[src/rtl/brfo_pkg.sv]
// Package for the byte ring FIFO with overwrite.
// Holds the operation and fill codes and the per-request result struct.
// No dependencies.
package brfo_pkg;

    localparam int DATA_W = 8;
    localparam int CNT_W  = 9;
    localparam int OP_W   = 2;

    typedef enum logic [OP_W-1:0] {
        OP_PUT     = 2'd0,
        OP_PUT_OVR = 2'd1,
        OP_GET     = 2'd2,
        OP_FLUSH   = 2'd3
    } t_op;

    typedef enum logic [1:0] {
        FILL_EMPTY = 2'd0,
        FILL_PART  = 2'd1,
        FILL_FULL  = 2'd2
    } t_fill;

    typedef struct packed {
        logic             accepted;
        logic             get_ok;
        t_fill            fill_status;
        logic [CNT_W-1:0] data_count;
        logic [CNT_W-1:0] free_count;
    } t_result;

    typedef struct packed {
        logic wr_en;
        logic rd_en;
    } t_mem_req;

endpackage

[src/rtl/brfo_ifs.sv]
// Valid/ready channel interfaces of the byte ring FIFO: requests, results and
// the used-size configuration write. Depends on brfo_pkg for field widths.
interface brfo_in_if;
    logic                        valid;
    logic                        ready;
    logic [brfo_pkg::OP_W-1:0]   op;
    logic [brfo_pkg::DATA_W-1:0] data_in;

    modport source (output valid, output op, output data_in, input ready);
    modport sink   (input valid, input op, input data_in, output ready);
endinterface

interface brfo_out_if;
    logic                        valid;
    logic                        ready;
    logic                        accepted;
    logic [brfo_pkg::DATA_W-1:0] data_out;
    logic [1:0]                  fill_status;
    logic [brfo_pkg::CNT_W-1:0]  data_count;
    logic [brfo_pkg::CNT_W-1:0]  free_count;

    modport source (output valid, output accepted, output data_out, output fill_status,
                    output data_count, output free_count, input ready);
    modport sink   (input valid, input accepted, input data_out, input fill_status,
                    input data_count, input free_count, output ready);
endinterface

interface brfo_cfg_if;
    logic                       valid;
    logic                       ready;
    logic [brfo_pkg::CNT_W-1:0] used_size;

    modport source (output valid, output used_size, input ready);
    modport sink   (input valid, input used_size, output ready);
endinterface

[src/rtl/byte_ring_fifo_with_overwrite_unit.sv]
// Byte ring FIFO with overwrite. A result is registered and appears in the cycle after
// its request. One request per cycle; the output register takes a new result whenever
// it is empty or its result is taken in the same cycle. The store is a one-write,
// one-read memory whose registered read gives the byte of a get. Reset clears the
// pointers and wrap bits and sets the used size to DEPTH; the store is not cleared
// and needs no clearing pass. Depends on brfo_pkg, brfo_ifs, brfo_ctrl, brfo_mem.
module byte_ring_fifo_with_overwrite_unit #(
    parameter int DEPTH = 256
) (
    input  logic         i_clk,
    input  logic         i_rst_n,
    brfo_in_if.sink      i_in,
    brfo_cfg_if.sink     i_cfg,
    brfo_out_if.source   o_out
);

    localparam int PW = $clog2(DEPTH);

    brfo_pkg::t_mem_req mem_req;
    brfo_pkg::t_result  res;
    brfo_pkg::t_result  r_res;
    logic               r_out_valid;
    logic [PW-1:0]      wr_addr, rd_addr;
    logic [7:0]         rd_data;
    logic               step;

    assign i_in.ready  = !r_out_valid || o_out.ready;
    assign step        = i_in.valid && i_in.ready;
    assign i_cfg.ready = 1'b1;

    brfo_ctrl #(.DEPTH(DEPTH)) u_ctrl (
        .i_clk      (i_clk),
        .i_rst_n    (i_rst_n),
        .i_step     (step),
        .i_op       (i_in.op),
        .i_cfg_wr   (i_cfg.valid),
        .i_cfg_size (i_cfg.used_size),
        .o_mem_req  (mem_req),
        .o_wr_addr  (wr_addr),
        .o_rd_addr  (rd_addr),
        .o_res      (res)
    );

    brfo_mem #(.DEPTH(DEPTH)) u_mem (
        .i_clk     (i_clk),
        .i_wr_en   (mem_req.wr_en),
        .i_wr_addr (wr_addr),
        .i_wr_data (i_in.data_in),
        .i_rd_en   (mem_req.rd_en),
        .i_rd_addr (rd_addr),
        .o_rd_data (rd_data)
    );

    always_ff @(posedge i_clk) begin
        if (!i_rst_n) begin
            r_out_valid <= 1'b0;
        end else if (step) begin
            r_out_valid <= 1'b1;
        end else if (o_out.ready) begin
            r_out_valid <= 1'b0;
        end
    end

    always_ff @(posedge i_clk) begin
        if (step) begin
            r_res <= res;
        end
    end

    assign o_out.valid       = r_out_valid;
    assign o_out.accepted    = r_res.accepted;
    assign o_out.data_out    = r_res.get_ok ? rd_data : 8'd0;
    assign o_out.fill_status = r_res.fill_status;
    assign o_out.data_count  = r_res.data_count;
    assign o_out.free_count  = r_res.free_count;

endmodule

[src/rtl/brfo_mem.sv]
// Byte store of the ring FIFO: one write port and one registered read port.
// No package dependencies.
module brfo_mem #(
    parameter int DEPTH = 256
) (
    input  logic                     i_clk,
    input  logic                     i_wr_en,
    input  logic [$clog2(DEPTH)-1:0] i_wr_addr,
    input  logic [7:0]               i_wr_data,
    input  logic                     i_rd_en,
    input  logic [$clog2(DEPTH)-1:0] i_rd_addr,
    output logic [7:0]               o_rd_data
);

    logic [7:0] r_store [DEPTH];
    logic [7:0] r_rd_data;

    always_ff @(posedge i_clk) begin
        if (i_wr_en) begin
            r_store[i_wr_addr] <= i_wr_data;
        end
    end

    // The read data holds between gets, so a stalled result keeps its byte.
    always_ff @(posedge i_clk) begin
        if (i_rd_en) begin
            r_rd_data <= r_store[i_rd_addr];
        end
    end

    assign o_rd_data = r_rd_data;

endmodule

[src/rtl/brfo_ctrl.sv]
// Pointer and wrap-bit control of the ring FIFO: decodes each request, steps
// the pointers and computes the status after the step. Depends on brfo_pkg.
module brfo_ctrl #(
    parameter int DEPTH = 256
) (
    input  logic                          i_clk,
    input  logic                          i_rst_n,
    input  logic                          i_step,
    input  logic [brfo_pkg::OP_W-1:0]     i_op,
    input  logic                          i_cfg_wr,
    input  logic [brfo_pkg::CNT_W-1:0]    i_cfg_size,
    output brfo_pkg::t_mem_req            o_mem_req,
    output logic [$clog2(DEPTH)-1:0]      o_wr_addr,
    output logic [$clog2(DEPTH)-1:0]      o_rd_addr,
    output brfo_pkg::t_result             o_res
);

    localparam int PW = $clog2(DEPTH);
    localparam int DW = $clog2(DEPTH + 1);
    localparam int UW = (DW > brfo_pkg::CNT_W) ? DW : brfo_pkg::CNT_W;

    logic [PW-1:0] r_rd_ptr, n_rd_ptr;
    logic [PW-1:0] r_wr_ptr, n_wr_ptr;
    logic          r_rd_wrap, n_rd_wrap;
    logic          r_wr_wrap, n_wr_wrap;
    logic [UW-1:0] r_used, n_used;

    brfo_pkg::t_op op;
    logic [UW-1:0] count, new_count, last_idx, cfg_size_w;
    logic          full, empty, wr_last, rd_last;
    logic          do_wr, do_rd, do_flush, ok;
    logic [PW-1:0] wr_step, rd_step;

    assign op = brfo_pkg::t_op'(i_op);

    always_comb begin
        if (r_rd_ptr == r_wr_ptr) begin
            count = (r_rd_wrap == r_wr_wrap) ? '0 : r_used;
        end else if (r_wr_ptr > r_rd_ptr) begin
            count = UW'(r_wr_ptr) - UW'(r_rd_ptr);
        end else begin
            count = r_used - (UW'(r_rd_ptr) - UW'(r_wr_ptr));
        end
    end

    assign full     = (count == r_used);
    assign empty    = (count == '0);
    assign last_idx = r_used - UW'(1);
    assign wr_last  = (UW'(r_wr_ptr) >= last_idx);
    assign rd_last  = (UW'(r_rd_ptr) >= last_idx);
    assign wr_step  = wr_last ? '0 : r_wr_ptr + PW'(1);
    assign rd_step  = rd_last ? '0 : r_rd_ptr + PW'(1);

    always_comb begin
        do_wr     = 1'b0;
        do_rd     = 1'b0;
        do_flush  = 1'b0;
        ok        = 1'b0;
        new_count = count;
        unique case (op)
            brfo_pkg::OP_PUT: begin
                do_wr = !full;
                ok    = !full;
                if (!full) begin
                    new_count = count + UW'(1);
                end
            end
            brfo_pkg::OP_PUT_OVR: begin
                // When full the oldest byte is dropped, so the count stays.
                do_wr = 1'b1;
                do_rd = full;
                ok    = 1'b1;
                if (!full) begin
                    new_count = count + UW'(1);
                end
            end
            brfo_pkg::OP_GET: begin
                do_rd = !empty;
                ok    = !empty;
                if (!empty) begin
                    new_count = count - UW'(1);
                end
            end
            brfo_pkg::OP_FLUSH: begin
                do_flush  = 1'b1;
                ok        = 1'b1;
                new_count = '0;
            end
            default: begin
                ok = 1'b0;
            end
        endcase
    end

    // A written size of zero means one entry; anything above the store depth is clipped.
    always_comb begin
        cfg_size_w = UW'(i_cfg_size);
        if (cfg_size_w == '0) begin
            cfg_size_w = UW'(1);
        end else if (cfg_size_w > UW'(DEPTH)) begin
            cfg_size_w = UW'(DEPTH);
        end
    end

    always_comb begin
        n_rd_ptr  = r_rd_ptr;
        n_wr_ptr  = r_wr_ptr;
        n_rd_wrap = r_rd_wrap;
        n_wr_wrap = r_wr_wrap;
        n_used    = r_used;
        if (i_cfg_wr) begin
            n_used    = cfg_size_w;
            n_rd_ptr  = '0;
            n_wr_ptr  = '0;
            n_rd_wrap = 1'b0;
            n_wr_wrap = 1'b0;
        end else if (i_step) begin
            if (do_flush) begin
                n_rd_ptr  = '0;
                n_wr_ptr  = '0;
                n_rd_wrap = 1'b0;
                n_wr_wrap = 1'b0;
            end else begin
                if (do_wr) begin
                    n_wr_ptr  = wr_step;
                    n_wr_wrap = r_wr_wrap ^ wr_last;
                end
                if (do_rd) begin
                    n_rd_ptr  = rd_step;
                    n_rd_wrap = r_rd_wrap ^ rd_last;
                end
            end
        end
    end

    always_ff @(posedge i_clk) begin
        if (!i_rst_n) begin
            r_rd_ptr  <= '0;
            r_wr_ptr  <= '0;
            r_rd_wrap <= 1'b0;
            r_wr_wrap <= 1'b0;
            r_used    <= UW'(DEPTH);
        end else begin
            r_rd_ptr  <= n_rd_ptr;
            r_wr_ptr  <= n_wr_ptr;
            r_rd_wrap <= n_rd_wrap;
            r_wr_wrap <= n_wr_wrap;
            r_used    <= n_used;
        end
    end

    always_comb begin
        o_mem_req.wr_en = i_step && do_wr;
        o_mem_req.rd_en = i_step && (op == brfo_pkg::OP_GET) && !empty;
        o_wr_addr       = r_wr_ptr;
        o_rd_addr       = r_rd_ptr;

        o_res.accepted   = ok;
        o_res.get_ok     = (op == brfo_pkg::OP_GET) && !empty;
        o_res.data_count = brfo_pkg::CNT_W'(new_count);
        o_res.free_count = brfo_pkg::CNT_W'(r_used - new_count);
        if (new_count == '0) begin
            o_res.fill_status = brfo_pkg::FILL_EMPTY;
        end else if (new_count == r_used) begin
            o_res.fill_status = brfo_pkg::FILL_FULL;
        end else begin
            o_res.fill_status = brfo_pkg::FILL_PART;
        end
    end

endmodule

[src/flat_wrapper.sv]
// flat-port wrapper written by rule: the top's interface ports become plain ports
module byte_ring_fifo_with_overwrite_unit_flat 
#(
    parameter int DEPTH = 256
)
  (i_clk, i_rst_n, i_in_valid, i_in_op, i_in_data_in, i_in_ready, i_cfg_valid, i_cfg_used_size, i_cfg_ready, o_out_valid, o_out_accepted, o_out_data_out, o_out_fill_status, o_out_data_count, o_out_free_count, o_out_ready);
  brfo_in_if i_in_i ();
  brfo_cfg_if i_cfg_i ();
  brfo_out_if o_out_i ();
  input  logic i_clk;
  input  logic i_rst_n;
  input wire logic [$bits(i_in_i.valid)-1:0] i_in_valid;
  input wire logic [$bits(i_in_i.op)-1:0] i_in_op;
  input wire logic [$bits(i_in_i.data_in)-1:0] i_in_data_in;
  output wire logic [$bits(i_in_i.ready)-1:0] i_in_ready;
  input wire logic [$bits(i_cfg_i.valid)-1:0] i_cfg_valid;
  input wire logic [$bits(i_cfg_i.used_size)-1:0] i_cfg_used_size;
  output wire logic [$bits(i_cfg_i.ready)-1:0] i_cfg_ready;
  output wire logic [$bits(o_out_i.valid)-1:0] o_out_valid;
  output wire logic [$bits(o_out_i.accepted)-1:0] o_out_accepted;
  output wire logic [$bits(o_out_i.data_out)-1:0] o_out_data_out;
  output wire logic [$bits(o_out_i.fill_status)-1:0] o_out_fill_status;
  output wire logic [$bits(o_out_i.data_count)-1:0] o_out_data_count;
  output wire logic [$bits(o_out_i.free_count)-1:0] o_out_free_count;
  input wire logic [$bits(o_out_i.ready)-1:0] o_out_ready;
  assign i_in_i.valid = i_in_valid;
  assign i_in_i.op = i_in_op;
  assign i_in_i.data_in = i_in_data_in;
  assign i_in_ready = i_in_i.ready;
  assign i_cfg_i.valid = i_cfg_valid;
  assign i_cfg_i.used_size = i_cfg_used_size;
  assign i_cfg_ready = i_cfg_i.ready;
  assign o_out_valid = o_out_i.valid;
  assign o_out_accepted = o_out_i.accepted;
  assign o_out_data_out = o_out_i.data_out;
  assign o_out_fill_status = o_out_i.fill_status;
  assign o_out_data_count = o_out_i.data_count;
  assign o_out_free_count = o_out_i.free_count;
  assign o_out_i.ready = o_out_ready;
  byte_ring_fifo_with_overwrite_unit #(.DEPTH(DEPTH)) u_core (.i_clk(i_clk), .i_rst_n(i_rst_n), .i_in(i_in_i), .i_cfg(i_cfg_i), .o_out(o_out_i));
endmodule
[config.mk]
export PLATFORM = sky130hd
export DESIGN_NAME = byte_ring_fifo_with_overwrite_unit_flat
export DESIGN_NICKNAME = d
export VERILOG_FILES = /design/src/rtl/brfo_pkg.sv /design/src/rtl/brfo_ifs.sv /design/src/rtl/byte_ring_fifo_with_overwrite_unit.sv /design/src/rtl/brfo_mem.sv /design/src/rtl/brfo_ctrl.sv /design/src/flat_wrapper.sv
export SDC_FILE = /design/constraint.sdc
export NUM_CORES = 2
export LEC_CHECK = 0
export ABC_CLOCK_PERIOD_IN_PS = 5700
export BUFFER_PORTS_ARGS = -buffer_cell sky130_fd_sc_hd__buf_2
export CAP_MARGIN = 20
export CORE_ASPECT_RATIO = 0.6
export CORE_MARGIN = 2
export CORE_UTILIZATION = 57
export CTS_CLUSTER_DIAMETER = 60
export CTS_CLUSTER_SIZE = 25
export DETAILED_ROUTE_END_ITERATION = 10
export PLACE_DENSITY = 0.85
export SYNTH_ARGS = -nofsm -noshare
export SYNTH_HDL_FRONTEND = slang
export SYNTH_HIERARCHICAL = 1
export SYNTH_SLANG_ARGS = --single-unit
[constraint.sdc]
create_clock -name i_clk -period 5.7 [get_ports i_clk]
set_clock_uncertainty 0.15 [all_clocks]
set_input_delay 1.14 -clock i_clk [delete_from_list [all_inputs] [get_ports i_clk]]
set_output_delay 1.14 -clock i_clk [all_outputs]
set_load 0.01 [all_outputs]
==> metrics <==
Post-Synth XOR/XNOR Area less than 1%; flop-to-flop setup slack between 150 and 200 ps; fill count 9,644; 1st-pass router iterations 7; routed vias/inst between 7 and 8; first-pass GRT wire length approximately 320,000 µm; top-area cell type share of the netlist area 73.2%; Core Area around 150,000 µm²; post-synthesis sequential area ratio between 70% and 80%; Rows 109; actual slew at the worst max-slew pin 1150 ps; Synth area leaders edfxtp_1, mux4_2, mux2i_1, nor2_1, a22oi_1; Starting Density 57.6%; share of cells above drive strength 1 between 20% and 30%; Critical Path RT ~6100 ps; Setup crit start kind register; RePlAce Congestion around 0.99; DRT iter0 DRCs between 9k and 10k; max-slew violation count 0; Pwr Density 283 nW/µm²; critical path class reg -> reg; Distinct cells, synth 104; Critical R2R Capture u_core/o_out.free_count[7]; Antenna Violating Nets Remaining 0; Die Y a little over 300 µm; FMAX approximately 0.18 GHz; Sw Pwr approximately 5400 µW; area growth from synthesis to layout 8.06%; Post-synth EDFFs 2,078; Worst IR Drop VDD about 0.00029 V; RR Startpoint u_core/u_ctrl/o_wr_addr[3]; final design area excluding fillers just over 90,000 µm²; Worst-path clk slew ~100 ps; worst hold start u_core/o_out.valid; Seq pwr share 65.3%; root buf cell clkbuf_16; hold depth 2; clock latency at the later pin of the worst-skew pair about 760 ps; CTS Buffer Depth 3; DP Wirelength 138,000 µm; WHS Endpoint u_core/o_out.valid; mean post-synth cell area 19.4 µm²; Crit Path Max Fanout 9; cell with the most instances after synthesis edfxtp_1; Critical Path Sink Type register; Post-Route WL roughly 220,000 µm; P_int 20,700 µW; CP Data Arrival Time 5880 ps; Min Clock Period, post-route between 5000 and 6000 ps; Hold WC Path Type reg -> reg; routed vias ~48k; Overall Global Routing Usage between 20% and 30%; die area approximately 150,000 µm²; main combinational cell family by area after synthesis multiplexers; mux contribution to synthesized area between 10% and 20%; largest net degree at the start of global routing ~150; Synth Net Count 4,483; TritonCTS Buffers between 90 and 100; H-Tree Depth 3; IO Port Bufs between 50 and 60; status complete, no violations; Synth Area in Compound Gates approximately 4.7%; Total Nets Final ~4.7k; Yosys warning count 6; ys flop type edfxtp_1; slew margin rel. 23.5%; DP Area around 90,000 µm²; residual DRC count 0; Inst Count DP between 6k and 7k; Post-Synth Adder-Cell Area less than 1%; Post-Synth Simple-Gate Area 3.88%; Mapped Area between 80,000 and 90,000 µm²; CTS Sinks ~2.1k; initial antenna violation count 7; Syn Inst Count 4,400; Leak approximately 0.028 µW; Overflow after GRT 0; CTS tree built; die width between 500 and 600 µm; Non-Filler Instances roughly 6.6k; share of power burned in the clock network 30.3%; vias in the first global route approximately 45k; Tcrit/Tclk final a little over nine tenths; Worst Reg-to-Reg Cells 21; ys async rst share 0%; hold-fix buffers at CTS 0; #FFs+latches synth between 2k and 2.5k; IO Count 56; Net Sw Frac between 20% and 30%; Max Cap Viol 0; top cell type by total area after synthesis edfxtp_1; Commonest cells post-synth edfxtp_1, mux4_2, nor2_1; Comb power frac around 4.4%; routed len/inst 33.8 µm; Fin. Hold Viols 0; Setup-failing EPs final 0
-- routing by layer --
layer	vias to the layer above	GRT usage [%]	part of all wire, %
met5	-	0	0.0045
met3	497	10.5	17
met4	2	7.83	3.0
met1	24273	43.3	37
met2	4468	41.8	43
li1	18329	-	-
-- state kept, by name, summed over array words and instances, names as in the netlist --
signal,cells
u_core/o_out.fill_status,2
u_core/u_ctrl/r_used,9
u_core/u_ctrl/r_wr_wrap,1
u_core/o_out.data_count,9
u_core/o_out.free_count,9
u_core/u_ctrl/o_wr_addr,8
u_core/o_out.accepted,1
u_core/o_out.valid,1
u_core/u_mem/o_rd_data,8
u_core/u_ctrl/o_rd_addr,8
u_core/u_mem/r_store,2048
u_core/u_ctrl/r_rd_wrap,1
u_core/r_res,1
-- per-stage QoR --
step / hold slack (ps) / setup WS, ps / setup TNS, ps / util (%) / total power (µW)
2_1_floorplan: 379 / 55.7 / 0 / - / 18000
3_3_place_gp: 332 / -83.2 / -83.2 / 60.2 / 18400
3_5_place_dp: 364 / -132 / -338 / 60.2 / 18500
4_1_cts: 376 / 3.46 / 0 / 62.1 / 26100
5_1_grt: 397 / -3.29 / -3.29 / 62.3 / 26600
6_report: 379 / 193 / 0 / 62.3 / 26100
-- worst max path at each step --
| stage | startpoint | to | slack (ps) |
|---|---|---|---|
| after global placement | u_core/u_ctrl/o_wr_addr[1] | u_core/o_out.free_count[7] | -80 |
| after CTS | u_core/u_ctrl/o_wr_addr[1] | u_core/o_out.free_count[7] | 3 |
| final | u_core/u_ctrl/o_wr_addr[3] | u_core/o_out.free_count[7] | 190 |
| after global routing | u_core/u_ctrl/o_wr_addr[1] | u_core/o_out.free_count[6] | -3 |
| after detailed placement | u_core/u_ctrl/o_wr_addr[1] | u_core/o_out.free_count[7] | -130 |
| after floorplan | u_core/u_ctrl/o_wr_addr[5] | u_core/o_out.free_count[7] | 60 |
-- worst max-delay path, cell delays in order, from the launching register on --
cell	delay (ps)
dfxtp_1	340
inv_1	70
fa_1	610
inv_2	80
ha_4	280
o21ai_2	80
nor4b_4	330
nor4b_4	90
a41oi_2	190
o311ai_2	130
or4_4	540
a211o_1	360
buf_4	200
mux2i_1	120
o21ai_0	400
inv_1	100
ha_1	370
a21o_1	220
a21o_1	200
a21o_1	190
a21oi_2	130
xnor2_1	80
-- power by group through the flow --
stage	Combinational [µW]	Clock (µW)	Sequential (µW)
2_1_floorplan	586	0	17400
3_3_place_gp	1050	0	17400
3_5_place_dp	1090	0	17400
4_1_cts	1100	7920	17000
5_1_grt	1210	8380	17000
6_report	1140	7900	17000
-- kinds of logic after synthesis --
logic type	after synthesis
buffers and inverters	346
and+or+nand+nor	683
other	1
muxes	602
AOI/OAI and AO/OA	564
DFF	2106
adders and majority gates	59
xor gates and xnor gates	39
-- placed cells by master, fill, tap and decap left out, drive strengths merged, types with 6 or more instances in the layout --
master / Yosys / routed
xor2: 12 / 12
a2111oi: 9 / 9
or3: 7 / 7
nand2b: 19 / 19
and3: 7 / 7
or2: 6 / 6
nor2: 324 / 324
a22oi: 133 / 133
a21oi: 131 / 131
a211o: 7 / 7
o211ai: 22 / 22
fa: 10 / 10
nor4: 38 / 38
a221oi: 16 / 16
dfxtp: 28 / 28
nor4b: 6 / 6
clkbuf: 121 / 127
nand4: 23 / 23
a211oi: 24 / 24
a21o: 26 / 26
nor3: 37 / 37
o21ai: 44 / 44
nand2: 65 / 65
clkinv: 2 / 9
ha: 49 / 49
o22ai: 37 / 37
mux2i: 142 / 142
buf: 158 / 370
and2: 32 / 32
edfxtp: 2078 / 2078
nand3: 56 / 56
mux4: 456 / 456
o221ai: 50 / 50
a22o: 8 / 8
nor2b: 38 / 38
inv: 65 / 69
xnor2: 26 / 26
-- final cells by class --
| class | instances | area, µm² | share of cell area (%) |
|---|---|---|---|
| clock buffer | 119 | 2570 | 2.79 |
| inverter | 67 | 251 | 0.273 |
| timing repair buffer | 378 | 3080 | 3.34 |
| multi-input combinational | 1948 | 20500 | 22.3 |
| sequential | 2106 | 63000 | 68.4 |
| tap | 1998 | 2500 | 2.71 |
| antenna | 3 | 7.51 | 0.00815 |
| clock inverter | 11 | 181 | 0.197 |
-- repair_timing --
item,4_1_cts,5_1_grt
hold endpoints to repair,0,0
pin swaps,2,17
endpoints found under the setup margin,4,344
buffers inserted,1,5
resized for setup,5,37
No activity file was read; power rests on OpenSTA's default activity.
